## src/rtl/chbd_pkg.sv

```systemverilog
`default_nettype none

package chbd_pkg;

  localparam int unsigned HoldDepthDef = 32;

  typedef logic [7:0] byte_t;

  localparam byte_t ChCr = 8'h0D;
  localparam byte_t ChLf = 8'h0A;

  localparam logic [1:0] EndZeroChunk = 2'd0;
  localparam logic [1:0] EndRanOut    = 2'd1;
  localparam logic [1:0] EndNoHeader  = 2'd2;

  typedef struct packed {
    logic [31:0] acc;
    logic        closed;
    logic        begun;
  } size_t;

  function automatic logic is_ws(byte_t b);
    return (b == 8'h20) || ((b >= 8'h09) && (b <= 8'h0D));
  endfunction

  // bit 4 set: not a hex digit
  function automatic logic [4:0] hex_val(byte_t b);
    byte_t t;
    t = 8'h00;
    if ((b >= 8'h30) && (b <= 8'h39)) begin
      t = b - 8'h30;
      return {1'b0, t[3:0]};
    end else if ((b >= 8'h61) && (b <= 8'h66)) begin
      t = b - 8'h57;
      return {1'b0, t[3:0]};
    end else if ((b >= 8'h41) && (b <= 8'h46)) begin
      t = b - 8'h37;
      return {1'b0, t[3:0]};
    end
    return 5'h10;
  endfunction

  function automatic size_t size_char(size_t s, byte_t b);
    size_t      r;
    logic [4:0] d;
    r = s;
    d = hex_val(b);
    if (!s.closed && (s.begun || !is_ws(b))) begin
      if (d[4]) begin
        r.closed = 1'b1;
      end else begin
        r.begun = 1'b1;
        r.acc   = (s.acc > 32'h0FFF_FFFF) ? 32'hFFFF_FFFF : {s.acc[27:0], d[3:0]};
      end
    end
    return r;
  endfunction

endpackage

`default_nettype wire

```

## src/rtl/http_chunked_body_decoder_unit.sv

```systemverilog
`default_nettype none

// Channel | Direction | Handshake            | Beat payload
// in      | input     | in_valid_i/in_ready_o | rx_byte_i, final_byte_i
// out     | output    | out_valid_o/out_ready_i | body_byte_o, has_byte_o, done_res_o,
//         |           |                      | end_kind_o, ws_overflow_o
//
// One input beat per cycle while it yields at most one result and the output slot is free.
// A flush of held whitespace streams N entries from the hold memory, one per cycle while the
// output slot is free, then any trailing body byte and done beat; input is held off meanwhile.
// The output register frees the input side while a result waits downstream.
// Reset (async, active low) returns to header search; the hold memory needs no clearing pass.

module http_chunked_body_decoder_unit #(
  parameter int unsigned HOLD_DEPTH = chbd_pkg::HoldDepthDef
) (
  input  wire        clk_i,
  input  wire        rst_ni,
  input  wire        in_valid_i,
  output logic       in_ready_o,
  input  wire  [7:0] rx_byte_i,
  input  wire        final_byte_i,
  output logic       out_valid_o,
  input  wire        out_ready_i,
  output logic [7:0] body_byte_o,
  output logic       has_byte_o,
  output logic       done_res_o,
  output logic [1:0] end_kind_o,
  output logic       ws_overflow_o
);
  import chbd_pkg::*;

  localparam int unsigned AW = (HOLD_DEPTH > 1) ? $clog2(HOLD_DEPTH) : 1;
  localparam int unsigned CW = $clog2(HOLD_DEPTH + 1);
  localparam logic [CW-1:0] CntFull = CW'(HOLD_DEPTH);

  localparam logic [2:0] PhHeader = 3'd0;
  localparam logic [2:0] PhSize   = 3'd1;
  localparam logic [2:0] PhData   = 3'd2;
  localparam logic [2:0] PhSkip   = 3'd3;
  localparam logic [2:0] PhDone   = 3'd4;

  localparam logic [1:0] StIn    = 2'd0;
  localparam logic [1:0] StFlush = 2'd1;
  localparam logic [1:0] StByte  = 2'd2;
  localparam logic [1:0] StDone  = 2'd3;

  logic [1:0]    state_q, state_d;
  logic [2:0]    phase_q, phase_d;
  logic [1:0]    hm_q, hm_d;
  size_t         sz_q, sz_d;
  logic          crp_q, crp_d;
  logic [31:0]   left_q, left_d;
  logic [1:0]    skip_q, skip_d;
  logic          bbeg_q, bbeg_d;
  logic [CW-1:0] cnt_q, cnt_d;
  logic          ovf_q, ovf_d;

  logic [CW-1:0] fidx_q, fidx_d;
  logic [CW-1:0] fnum_q;
  logic [CW-1:0] fidx_inc;
  byte_t         pbyte_q;
  logic          pbyte_v_q, pdone_v_q, povf_q;
  logic [1:0]    pkind_q;

  logic          in_fire, can_push;
  logic          st_flush, st_byte, st_done, ovf_em;
  logic [1:0]    st_kind;
  logic [2:0]    hm_w;
  logic [1:0]    skip_t;
  logic [31:0]   left_t;
  size_t         sz_t;

  logic          mem_we, rd_en;
  logic [AW-1:0] mem_wa, rd_addr;
  byte_t         rd_data;

  logic          push, push_has, push_done, push_ovf;
  byte_t         push_byte;
  logic [1:0]    push_kind;

  logic          out_valid_q;
  byte_t         out_byte_q;
  logic          out_has_q, out_done_q, out_ovf_q;
  logic [1:0]    out_kind_q;

  assign in_ready_o = (state_q == StIn);
  assign in_fire    = in_valid_i && in_ready_o;
  assign can_push   = !out_valid_q || out_ready_i;
  assign fidx_inc   = fidx_q + CW'(1);

  chbd_hold_mem #(
    .Depth (HOLD_DEPTH),
    .AddrW (AW)
  ) u_hold (
    .clk_i   (clk_i),
    .we_i    (mem_we),
    .waddr_i (mem_wa),
    .wdata_i (rx_byte_i),
    .re_i    (rd_en),
    .raddr_i (rd_addr),
    .rdata_o (rd_data)
  );

  // parse step for one input byte
  always_comb begin
    phase_d  = phase_q;
    hm_d     = hm_q;
    sz_d     = sz_q;
    crp_d    = crp_q;
    left_d   = left_q;
    skip_d   = skip_q;
    bbeg_d   = bbeg_q;
    cnt_d    = cnt_q;
    ovf_d    = ovf_q;
    st_flush = 1'b0;
    st_byte  = 1'b0;
    st_done  = 1'b0;
    st_kind  = EndZeroChunk;
    mem_we   = 1'b0;
    mem_wa   = cnt_q[AW-1:0];
    hm_w     = 3'd0;
    skip_t   = skip_q;
    left_t   = left_q;
    sz_t     = sz_q;

    unique case (phase_q)
      PhHeader: begin
        if (!hm_q[0]) begin
          hm_w = (rx_byte_i == ChCr) ? ({1'b0, hm_q} + 3'd1) : 3'd0;
        end else if (rx_byte_i == ChLf) begin
          hm_w = {1'b0, hm_q} + 3'd1;
        end else begin
          hm_w = (rx_byte_i == ChCr) ? 3'd1 : 3'd0;
        end
        hm_d = hm_w[1:0];
        if (hm_w[2]) begin
          hm_d    = 2'd0;
          phase_d = PhSize;
          sz_d    = '0;
          crp_d   = 1'b0;
        end
      end
      PhSize: begin
        if (crp_q && (rx_byte_i == ChLf)) begin
          if (sz_q.acc == 32'd0) begin
            phase_d = PhDone;
            st_done = 1'b1;
            st_kind = EndZeroChunk;
          end else begin
            left_d  = sz_q.acc;
            phase_d = PhData;
          end
          sz_d  = '0;
          crp_d = 1'b0;
        end else begin
          if (crp_q) begin
            sz_t = size_char(sz_q, ChCr);
          end
          crp_d = (rx_byte_i == ChCr);
          if (rx_byte_i != ChCr) begin
            sz_t = size_char(sz_t, rx_byte_i);
          end
          sz_d = sz_t;
        end
      end
      PhData: begin
        if (is_ws(rx_byte_i)) begin
          if (bbeg_q) begin
            mem_we = in_fire;
            if (cnt_q == CntFull) begin
              ovf_d    = 1'b1;
              st_flush = 1'b1;
              mem_wa   = '0;
              cnt_d    = CW'(1);
            end else begin
              cnt_d = cnt_q + CW'(1);
            end
          end
        end else begin
          st_flush = (cnt_q != '0);
          cnt_d    = '0;
          st_byte  = 1'b1;
          bbeg_d   = 1'b1;
        end
        left_t = left_q - 32'd1;
        left_d = left_t;
        if (left_t == 32'd0) begin
          phase_d = PhSkip;
          skip_d  = 2'd2;
        end
      end
      PhSkip: begin
        if (skip_q != 2'd0) begin
          skip_t = skip_q - 2'd1;
        end
        skip_d = skip_t;
        if (skip_t == 2'd0) begin
          phase_d = PhSize;
          sz_d    = '0;
          crp_d   = 1'b0;
        end
      end
      default: begin
      end
    endcase

    ovf_em = ovf_d;

    if (final_byte_i) begin
      if (phase_d != PhDone) begin
        st_done = 1'b1;
        st_kind = (phase_d == PhHeader) ? EndNoHeader : EndRanOut;
      end
      phase_d = PhHeader;
      hm_d    = 2'd0;
      sz_d    = '0;
      crp_d   = 1'b0;
      left_d  = 32'd0;
      skip_d  = 2'd0;
      bbeg_d  = 1'b0;
      cnt_d   = '0;
      ovf_d   = 1'b0;
    end
  end

  // result sequencer
  always_comb begin
    state_d   = state_q;
    fidx_d    = fidx_q;
    rd_en     = 1'b0;
    rd_addr   = '0;
    push      = 1'b0;
    push_byte = 8'h00;
    push_has  = 1'b0;
    push_done = 1'b0;
    push_kind = EndZeroChunk;
    push_ovf  = povf_q;

    unique case (state_q)
      StIn: begin
        if (in_fire) begin
          if (st_flush) begin
            rd_en   = 1'b1;
            fidx_d  = '0;
            state_d = StFlush;
          end else if (st_byte) begin
            if (can_push) begin
              push      = 1'b1;
              push_byte = rx_byte_i;
              push_has  = 1'b1;
              push_ovf  = ovf_em;
              state_d   = st_done ? StDone : StIn;
            end else begin
              state_d = StByte;
            end
          end else if (st_done) begin
            if (can_push) begin
              push      = 1'b1;
              push_done = 1'b1;
              push_kind = st_kind;
              push_ovf  = ovf_em;
            end else begin
              state_d = StDone;
            end
          end
        end
      end
      StFlush: begin
        if (can_push) begin
          push      = 1'b1;
          push_byte = rd_data;
          push_has  = 1'b1;
          fidx_d    = fidx_inc;
          if (fidx_inc == fnum_q) begin
            state_d = pbyte_v_q ? StByte : (pdone_v_q ? StDone : StIn);
          end else begin
            rd_en   = 1'b1;
            rd_addr = fidx_inc[AW-1:0];
          end
        end
      end
      StByte: begin
        if (can_push) begin
          push      = 1'b1;
          push_byte = pbyte_q;
          push_has  = 1'b1;
          state_d   = pdone_v_q ? StDone : StIn;
        end
      end
      StDone: begin
        if (can_push) begin
          push      = 1'b1;
          push_done = 1'b1;
          push_kind = pkind_q;
          state_d   = StIn;
        end
      end
      default: begin
      end
    endcase
  end

  always_ff @(posedge clk_i or negedge rst_ni) begin
    if (!rst_ni) begin
      state_q     <= StIn;
      phase_q     <= PhHeader;
      hm_q        <= 2'd0;
      sz_q        <= '0;
      crp_q       <= 1'b0;
      left_q      <= 32'd0;
      skip_q      <= 2'd0;
      bbeg_q      <= 1'b0;
      cnt_q       <= '0;
      ovf_q       <= 1'b0;
      fidx_q      <= '0;
      out_valid_q <= 1'b0;
    end else begin
      state_q <= state_d;
      fidx_q  <= fidx_d;
      if (in_fire) begin
        phase_q <= phase_d;
        hm_q    <= hm_d;
        sz_q    <= sz_d;
        crp_q   <= crp_d;
        left_q  <= left_d;
        skip_q  <= skip_d;
        bbeg_q  <= bbeg_d;
        cnt_q   <= cnt_d;
        ovf_q   <= ovf_d;
      end
      if (push) begin
        out_valid_q <= 1'b1;
      end else if (out_ready_i) begin
        out_valid_q <= 1'b0;
      end
    end
  end

  always_ff @(posedge clk_i) begin
    if (in_fire) begin
      pbyte_q   <= rx_byte_i;
      pbyte_v_q <= st_byte;
      pdone_v_q <= st_done;
      pkind_q   <= st_kind;
      povf_q    <= ovf_em;
      fnum_q    <= cnt_q;
    end
    if (push) begin
      out_byte_q <= push_byte;
      out_has_q  <= push_has;
      out_done_q <= push_done;
      out_kind_q <= push_kind;
      out_ovf_q  <= push_ovf;
    end
  end

  assign out_valid_o   = out_valid_q;
  assign body_byte_o   = out_byte_q;
  assign has_byte_o    = out_has_q;
  assign done_res_o    = out_done_q;
  assign end_kind_o    = out_kind_q;
  assign ws_overflow_o = out_ovf_q;

`ifndef SYNTHESIS
  a_cnt_range: assert property (@(posedge clk_i) disable iff (!rst_ni)
    cnt_q <= CntFull)
    else $error("hold count past depth");

  a_flush_idx: assert property (@(posedge clk_i) disable iff (!rst_ni)
    (state_q == StFlush) |-> (fidx_q < fnum_q))
    else $error("flush index past flush count");

  a_flush_entry: assert property (@(posedge clk_i) disable iff (!rst_ni)
    (in_fire && st_flush) |=> (state_q == StFlush) && (fidx_q == '0))
    else $error("flush not started");

  a_skip_live: assert property (@(posedge clk_i) disable iff (!rst_ni)
    (phase_q == PhSkip) |-> (skip_q != 2'd0))
    else $error("skip phase with nothing left");

  a_result_kind: assert property (@(posedge clk_i) disable iff (!rst_ni)
    out_valid_o |-> !(has_byte_o && done_res_o))
    else $error("result both byte and done");
`endif

endmodule

`default_nettype wire

```

## src/rtl/chbd_hold_mem.sv

```systemverilog
`default_nettype none

module chbd_hold_mem #(
  parameter int unsigned Depth = 32,
  parameter int unsigned AddrW = (Depth > 1) ? $clog2(Depth) : 1
) (
  input  wire              clk_i,
  input  wire              we_i,
  input  wire  [AddrW-1:0] waddr_i,
  input  chbd_pkg::byte_t  wdata_i,
  input  wire              re_i,
  input  wire  [AddrW-1:0] raddr_i,
  output chbd_pkg::byte_t  rdata_o
);
  import chbd_pkg::*;

  byte_t mem [Depth];
  byte_t rdata_q;

  // read-during-write to the same entry returns the old contents
  always_ff @(posedge clk_i) begin
    if (we_i) begin
      mem[waddr_i] <= wdata_i;
    end
    if (re_i) begin
      rdata_q <= mem[raddr_i];
    end
  end

  assign rdata_o = rdata_q;

endmodule

`default_nettype wire
```

## config.mk

```make
export PLATFORM = sky130hd
export DESIGN_NAME = http_chunked_body_decoder_unit
export DESIGN_NICKNAME = d
export VERILOG_FILES = /design/src/rtl/chbd_pkg.sv /design/src/rtl/http_chunked_body_decoder_unit.sv /design/src/rtl/chbd_hold_mem.sv
export SDC_FILE = /design/constraint.sdc
export NUM_CORES = 1
export LEC_CHECK = 0
export ABC_AREA = 1
export BUFFER_PORTS_ARGS = -buffer_cell sky130_fd_sc_hd__buf_2
export CELL_PAD_IN_SITES_DETAIL_PLACEMENT = 1
export CELL_PAD_IN_SITES_GLOBAL_PLACEMENT = 2
export CORE_ASPECT_RATIO = 2
export CORE_UTILIZATION = 46
export CTS_BUF_LIST = sky130_fd_sc_hd__clkbuf_4
export DETAILED_ROUTE_END_ITERATION = 8
export MAX_ROUTING_LAYER = met4
export PLACE_DENSITY_LB_ADDON = 0.25
export SLEW_MARGIN = 20
export SYNTH_ARGS = -nofsm -noshare
export SYNTH_HDL_FRONTEND = slang
export SYNTH_SLANG_ARGS = --single-unit
```

## constraint.sdc

```tcl
create_clock -name clk_i -period 6 [get_ports clk_i]
set_input_delay 1.2 -clock clk_i [delete_from_list [all_inputs] [get_ports clk_i]]
set_output_delay 1.2 -clock clk_i [all_outputs]
set_load 0.02 [all_outputs]
```

==> results of run 1 <==
[cell families after synthesis]
group | count (synthesis) | share of synthesized area (%)
AO/OA/AOI/OAI | 275 | 9.03
flip-flops | 387 | 61.0
AND/OR/NAND/NOR | 907 | 22.1
buffers and inverters | 290 | 6.42
XOR/XNOR | 9 | 0.472
adder cells (fa/ha/maj) | 15 | 1.03
[through the flow]
stage          hold WS, ps  instances  power, W
2_1_floorplan          447       1883   0.00570
3_3_place_gp           474       2376   0.00689
3_5_place_dp           508       2377   0.00698
4_1_cts                389       2533   0.00921
5_1_grt                429       2534   0.00967
6_report               428       2534   0.00913
[synth_stat cells (2+ instances only)]
cell type	count
sky130_fd_sc_hd__a21oi_1	21
sky130_fd_sc_hd__a31oi_1	12
sky130_fd_sc_hd__buf_1	6
sky130_fd_sc_hd__buf_2	31
sky130_fd_sc_hd__buf_4	3
sky130_fd_sc_hd__buf_6	5
sky130_fd_sc_hd__clkbuf_1	36
sky130_fd_sc_hd__clkinv_1	2
sky130_fd_sc_hd__dfrtp_1	91
sky130_fd_sc_hd__edfxtp_1	296
sky130_fd_sc_hd__ha_1	15
sky130_fd_sc_hd__inv_1	196
sky130_fd_sc_hd__inv_2	11
sky130_fd_sc_hd__nand2_1	331
sky130_fd_sc_hd__nand2_2	3
sky130_fd_sc_hd__nand2_4	2
sky130_fd_sc_hd__nand3_1	201
sky130_fd_sc_hd__nand3b_1	33
sky130_fd_sc_hd__nand4_1	20
sky130_fd_sc_hd__nor2_1	264
sky130_fd_sc_hd__nor2_2	3
sky130_fd_sc_hd__nor2_4	3
sky130_fd_sc_hd__nor3_1	11
sky130_fd_sc_hd__nor4_1	3
sky130_fd_sc_hd__o2111ai_1	9
sky130_fd_sc_hd__o211ai_1	53
sky130_fd_sc_hd__o21ai_0	112
sky130_fd_sc_hd__o21ai_1	8
sky130_fd_sc_hd__o22ai_1	52
sky130_fd_sc_hd__o31ai_1	2
sky130_fd_sc_hd__or2_2	26
sky130_fd_sc_hd__xnor2_1	2
sky130_fd_sc_hd__xor2_1	6
[critical path: stages, from the launching register on]
cell and delay [ps]:
sky130_fd_sc_hd__dfrtp_1 740, sky130_fd_sc_hd__ha_1 280, sky130_fd_sc_hd__nand2_1 100, sky130_fd_sc_hd__nor2_2 140, sky130_fd_sc_hd__xor2_2 270, sky130_fd_sc_hd__xnor2_1 160, sky130_fd_sc_hd__nor2_1 90, sky130_fd_sc_hd__nand2_2 110
sky130_fd_sc_hd__nand2_4 90, sky130_fd_sc_hd__nor2_8 620, sky130_fd_sc_hd__nand2_2 120, sky130_fd_sc_hd__inv_2 600, sky130_fd_sc_hd__buf_4 270, sky130_fd_sc_hd__nand3_1 110, sky130_fd_sc_hd__nand3_1 110, sky130_fd_sc_hd__nand3_1 180
sky130_fd_sc_hd__nand2_1 150, sky130_fd_sc_hd__nand2_1 70, sky130_fd_sc_hd__nand2_1 140
[placed cells by master, fill, tap and decap left out, types with 33 or more instances in the layout]
cell type,count
sky130_fd_sc_hd__nand3b_1,33
sky130_fd_sc_hd__dfrtp_1,91
sky130_fd_sc_hd__o21ai_0,110
sky130_fd_sc_hd__edfxtp_1,296
sky130_fd_sc_hd__inv_1,196
sky130_fd_sc_hd__o22ai_1,52
sky130_fd_sc_hd__nand2_1,331
sky130_fd_sc_hd__nand3_1,201
sky130_fd_sc_hd__o211ai_1,53
sky130_fd_sc_hd__clkbuf_4,116
sky130_fd_sc_hd__nor2_1,263
[layer usage]
metal	routed length (um)	track usage, %
met5	0	-
met4	4460	21.9
met3	1810	4.25
met2	33400	58.5
met1	18900	27.0
[report_power, final]
part / switching (W) / total (W) / internal, W
clock network: 0.00109 / 0.00222 / 0.00113
logic: 0.00261 / 0.00355 / 0.000938
registers: 0.000203 / 0.00337 / 0.00316
[state kept, by name (all words and copies together), names as in the netlist, 2 cells and up]
signal,flops
u_hold.mem,256
sz_q,34
left_q,32
body_byte_o,8
pbyte_q,8
u_hold.rdata_o,8
cnt_q,6
fidx_q,6
fnum_q,6
phase_q,3
end_kind_o,2
hm_q,2
pkind_q,2
skip_q,2
state_q,2
[worst max-delay path by stage]
stage / endpoint / slack [ps] / cells past startpoint
2_1_floorplan: u_hold.mem[10][0] / 2510 / 7
3_3_place_gp: body_byte_o[6] / 1230 / 16
3_5_place_dp: body_byte_o[4] / 1150 / 16
4_1_cts: u_hold.rdata_o[2] / 1490 / 18
5_1_grt: u_hold.rdata_o[2] / 1280 / 18
6_report: u_hold.rdata_o[2] / 1440 / 18
[area by class of cell]
type | count | share of cell area (%)
Sequential cell | 387 | 55.5
Inverter | 209 | 3.90
Tap cell | 525 | 3.27
Antenna cell | 1 | 0.0124
Timing Repair Buffer | 50 | 1.69
Clock inverter | 40 | 1.52
Multi-Input combinational cell | 1206 | 29.8
Clock buffer | 116 | 4.33
==> run_results.csv, run 1 <==
group,metric,value,unit
clock_tree,clk-insertion-delay-late,780,ps
finish,final_design_area_no_fill,0.0201,mm2
global_route,initial_antenna_violation_count,1,
clock_tree,clock-root-buffer,"sky130_fd_sc_hd__clkbuf_4",
sta,fmax,0.219,GHz
placement,finalWeightedCongestion,0.849,
synth,yosysSeqAreaShare,61.0,%
synth,synthesis.area,0.0183,mm2
finish,multiInputGateArea,0.00598,mm2
sta,worst-slew-pin-transition,1040,ps
die,chipHeight,284,um
detailed_routing,drt-vias-per-instance,5.62,
clock_tree,cts_max_level,3,
sta,grt_setup_unrepaired,"no",
flow_run,cap_violations,0,
pwr,power.ir.vdd_worst,0.000540,V
sta,post-route-min-period,4560,ps
clock_tree,clkSlewWorstSetupHoldPaths,80,ps
detailed_routing,ant_nets,0,
critical_path,end_of_the_worst_register_to_register_path,"u_hold.rdata_o[2]",
clock_tree,clock_buffer_count_from_cts,87,
synth,yosysUniqueCellTypes,47,
detailed_routing,vias,14238,
critical_path,worstSetupStartpoint,"fidx_q[0]",
finish,syn_to_final_growth,9.84,%
sta,worst_slack,1440,ps
placement,portBuffers,27,
synth,synth_nets,1911,
sta,final_hold_viol_count,0,
pwr,power.density_cell_area,454,mW/mm2
global_route,grt_start_max_net_pins,81,
sta,period_share,76.0,%
synth,synth-edff-count,296,
finish,register_area,0.0112,mm2
synth,yosysWarnings,0,
synth,post-synth-top-area-cell,"sky130_fd_sc_hd__edfxtp_1",
sta,timing_max_transition_violations_final,0,
finish,final.fill_count,4546,
sta,report.final.setup_viol,0,
global_route,first_global_vias,15834,
clock_tree,clk_path_buf_depth,3,
finish,layout.core_utilization,51.2,%
placement,placedInstanceArea,0.0189,mm2
placement,worst_setup_slack_post_dpl,1150,ps
clock_tree,cts_hold_repair.buffers,0,
sta,relSlewSlack,30.2,%
detailed_routing,aggregate_routed_wire_length,58.5,mm
detailed_routing,drt_pre_antenna_iters,4,
critical_path,timing_worst_setup_path_type,"reg2reg",
global_route,track_usage,30.9,%
synth,postSynthRegisterBits,387,
die,die_area,0.0406,mm2
die,std_cell_rows,103,
synth,synthesis.instances,1883,
synth,synth-async-reset-ratio,23.5,%
clock_tree,postCtsSetupBuffers,0,
die,boundaryPins,28,
critical_path,endpoint_kind,"flip-flop",
clock_tree,cts.repair.resized,0,
finish,final_nets,1969,
synth,leading_cell_types_by_total_area_after_synthesis,"sky130_fd_sc_hd__edfxtp_1 49%, sky130_fd_sc_hd__dfrtp_1 12%, sky130_fd_sc_hd__nand2_1 6.8%",
clock_tree,cts_tree,"built",
detailed_routing,drt_iter0_markers,617,
critical_path,critical_path_peak_fanout,43,
die,fp.dieW,143,um
critical_path,cp.arrival,5150,ps
critical_path,crit_required,6600,ps
detailed_routing,post-route-drc-count,0,
status,status,"finished clean",
global_route,gr-total-overflow,0,
die,placeableCoreArea,0.0393,mm2
detailed_routing,detailed_route_wire_length_per_cell,23.1,um
synth,avgSynthCellArea,9.72,um2
critical_path,ff2ff_setup_slack,1440,ps
global_route,grt_pass1_wl,88.9,mm
placement,dp_hpwl,41.6,mm
critical_path,critical_path.reg2reg.startpoint,"fidx_q[0]",
pwr,leakage,8.18,nW
clock_tree,clock_sink_count,387,
die,start_util,46.6,%
critical_path,timing.critical_path.from_type,"flip-flop",
synth,post-synth-top-area-fraction,48.6,%
synth,synth_ff_type,"sky130_fd_sc_hd__edfxtp_1",
critical_path,number_of_cell_instances_on_the_worst_register_to_register_path,18,
finish,drive_above_1_share,12.2,%
hold_path,timing.hold.worst.class,"in2async",
sta,clock_skew,43.5,ps
sta,setup_tns,0,ps
Note: power is estimated with default switching activity, not from simulation.
==> run 2, diff against run 1 <==
Settings changed: CORE_UTILIZATION 46 to 39.
Clock period 6 ns to 3.65 ns, I/O delays scaled along.
==> run 2 against run 1 <==
The flow now finishes with violations (DRC). Register-to-register slack got worse by 1100 ps. Maximum frequency rose by 36%. Clock power rose by 61%. Clock-buffer cell count rose by 20. Routed wire length rose by 6.0%. Hold slack got worse by 25 ps. Flip-flop and latch count did not move. Critical path type unchanged.
==> run_results.csv, run 2 (same netlist as run 1, synthesis figures left out) <==
group,metric,value,unit
sta,post-route-min-period,3340,ps
sta,fmax,0.299,GHz
global_route,track_usage,27.4,%
pwr,power.ir.vdd_worst,0.000769,V
clock_tree,cts_max_level,3,
placement,placedInstanceArea,0.0198,mm2
hold_path,timing.hold.worst.class,"in2reg",
critical_path,crit_required,4180,ps
sta,setup_tns,0,ps
detailed_routing,ant_nets,0,
finish,largestRegisters,"u_hold.mem x256, sz_q x34, left_q x32",
detailed_routing,drt_pre_antenna_iters,6,
die,fp.dieW,155,um
finish,final_design_area_no_fill,0.0210,mm2
critical_path,critical_path_peak_fanout,20,
die,std_cell_rows,112,
detailed_routing,aggregate_routed_wire_length,62.1,mm
placement,portBuffers,27,
die,start_util,39.4,%
die,chipHeight,308,um
status,status,"finished with violations",
pwr,leakage,8.70,nW
global_route,gr-total-overflow,0,
finish,final_nets,2063,
sta,clock_skew,64.4,ps
sta,relSlewSlack,54.4,%
finish,top_library_cells_by_usage_in_the_layout_fill_and_taps_aside,"329 x sky130_fd_sc_hd__nand2_1, 296 x sky130_fd_sc_hd__edfxtp_1, 257 x sky130_fd_sc_hd__nor2_1",
clock_tree,clock-root-buffer,"sky130_fd_sc_hd__clkbuf_4",
global_route,initial_antenna_violation_count,2,
clock_tree,clkSlewWorstSetupHoldPaths,80,ps
sta,period_share,91.5,%
finish,most_flop_heavy_register,"u_hold.mem",
critical_path,timing_worst_setup_path_type,"reg2reg",
global_route,first_global_vias,15925,
finish,syn_to_final_growth,14.9,%
finish,mostFrequentLayoutCell,"sky130_fd_sc_hd__nand2_1",
hold_path,timing.hold.worst_path_depth,4,
critical_path,number_of_cell_instances_on_the_worst_register_to_register_path,17,
finish,layout.core_utilization,45.2,%
clock_tree,clk-insertion-delay-late,840,ps
clock_tree,clock_sink_count,387,
die,boundaryPins,28,
pwr,power.density_cell_area,740,mW/mm2
clock_tree,cts_tree,"built",
sta,grt_setup_unrepaired,"no",
critical_path,timing.critical_path.from_type,"flip-flop",
detailed_routing,detailed_route_wire_length_per_cell,22.7,um
detailed_routing,drt-vias-per-instance,5.31,
clock_tree,clock_buffer_count_from_cts,92,
sta,worst-slew-pin-transition,683,ps
die,die_area,0.0479,mm2
global_route,grt_start_max_net_pins,99,
sta,timing_max_transition_violations_final,0,
detailed_routing,post-route-drc-count,1,
placement,dp_hpwl,45.5,mm
clock_tree,clk_path_buf_depth,3,
global_route,grt_pass1_wl,92.6,mm
flow_run,cap_violations,0,
detailed_routing,drt_iter0_markers,508,
critical_path,cp.arrival,3870,ps
status,violations,"DRC",
finish,largest_reg_flops,256,
critical_path,endpoint_kind,"flip-flop",
placement,finalWeightedCongestion,0.891,
finish,drive_above_1_share,16.7,%
sta,final_hold_viol_count,0,
die,placeableCoreArea,0.0465,mm2
pwr,finalPower,0.0156,W
critical_path,ff2ff_setup_slack,310,ps
sta,report.final.setup_viol,0,
detailed_routing,vias,14531,
[run 2: cell types whose count changed in the layout (fill, tap and decap cells not counted), moves of 2 or more]
cell                        delta
sky130_fd_sc_hd__buf_4        +78
sky130_fd_sc_hd__clkbuf_4     +20
sky130_fd_sc_hd__buf_12        +9
sky130_fd_sc_hd__nor2_1        -6
sky130_fd_sc_hd__nor2_2        +6
sky130_fd_sc_hd__bufinv_16     -4
sky130_fd_sc_hd__clkinv_2      -3
sky130_fd_sc_hd__clkinv_1      -2
sky130_fd_sc_hd__inv_6         -2
sky130_fd_sc_hd__nand2_1       -2
sky130_fd_sc_hd__nand2_2       +2
[run 2: metal layers]
| layer | global-route usage [%] | wire [um] | vias up |
|---|---|---|---|
| li1 | - | - | 6817 |
| met1 | 22.8 | 19500 | 7231 |
| met2 | 54.0 | 36400 | 297 |
| met3 | 3.43 | 1730 | 186 |
| met4 | 19.7 | 4440 | 0 |
| met5 | - | 0 | - |
[run 2: final cells by class]
type	instances	area, um2
sequential	387	11200
fill	5380	25500
clock inverter	31	153
timing repair buffer	139	1130
tap	627	785
antenna	2	5.00
inverter	209	787
multi-input combinational	1206	6000
clock buffer	136	1020
[run 2: repair_timing]
action                     in CTS  in global routing
setup buffers                   0                  3
hold buffers                    1                  0
gates resized for setup         0                 13
hold endpoints to repair       41                  0
setup endpoints to repair       0                 21
[run 2: worst max-delay path, stage by stage (launching register included)]
cell and delay [ps]:
sky130_fd_sc_hd__dfrtp_1 500, sky130_fd_sc_hd__ha_1 230, sky130_fd_sc_hd__nand2_1 80, sky130_fd_sc_hd__nor2_2 130, sky130_fd_sc_hd__xor2_2 220, sky130_fd_sc_hd__xnor2_1 150, sky130_fd_sc_hd__nor2_1 80, sky130_fd_sc_hd__nand2_2 130
sky130_fd_sc_hd__nand2_4 100, sky130_fd_sc_hd__nor2_8 160, sky130_fd_sc_hd__nand2_2 170, sky130_fd_sc_hd__inv_4 260, sky130_fd_sc_hd__buf_4 260, sky130_fd_sc_hd__nand3_1 190, sky130_fd_sc_hd__nand3_1 160, sky130_fd_sc_hd__nand2_1 70
sky130_fd_sc_hd__nand2_1 80, sky130_fd_sc_hd__nand2_1 70
[run 2: worst paths after layout]
kind | start | endpoint
worst max-delay path | fidx_q[0] | u_hold.rdata_o[4]
worst min-delay path | in_valid_i | ovf_q
worst max register to register | fidx_q[0] | u_hold.rdata_o[4]
worst min register to register | skip_q[1] | skip_q[1]
max in group asynchronous | rst_ni | sz_q[29]
min in group asynchronous | rst_ni | left_q[5]
[run 2: report_power, final]
group	leakage (nW)	internal [W]	switching (W)
Clock	0.708	0.00178	0.00179
Combinational	4.06	0.00193	0.00451
Sequential	3.93	0.00520	0.000351
Total	8.70	0.00891	0.00666
[run 2: per-stage QoR]
stage | hold WS, ps | setup slack (ps) | instances
2_1_floorplan | 434 | 450 | 1883
3_3_place_gp | 473 | 82.7 | 2564
3_5_place_dp | 503 | 24.2 | 2564
4_1_cts | 326 | 126 | 2732
5_1_grt | 374 | 26.0 | 2737
6_report | 402 | 310 | 2737
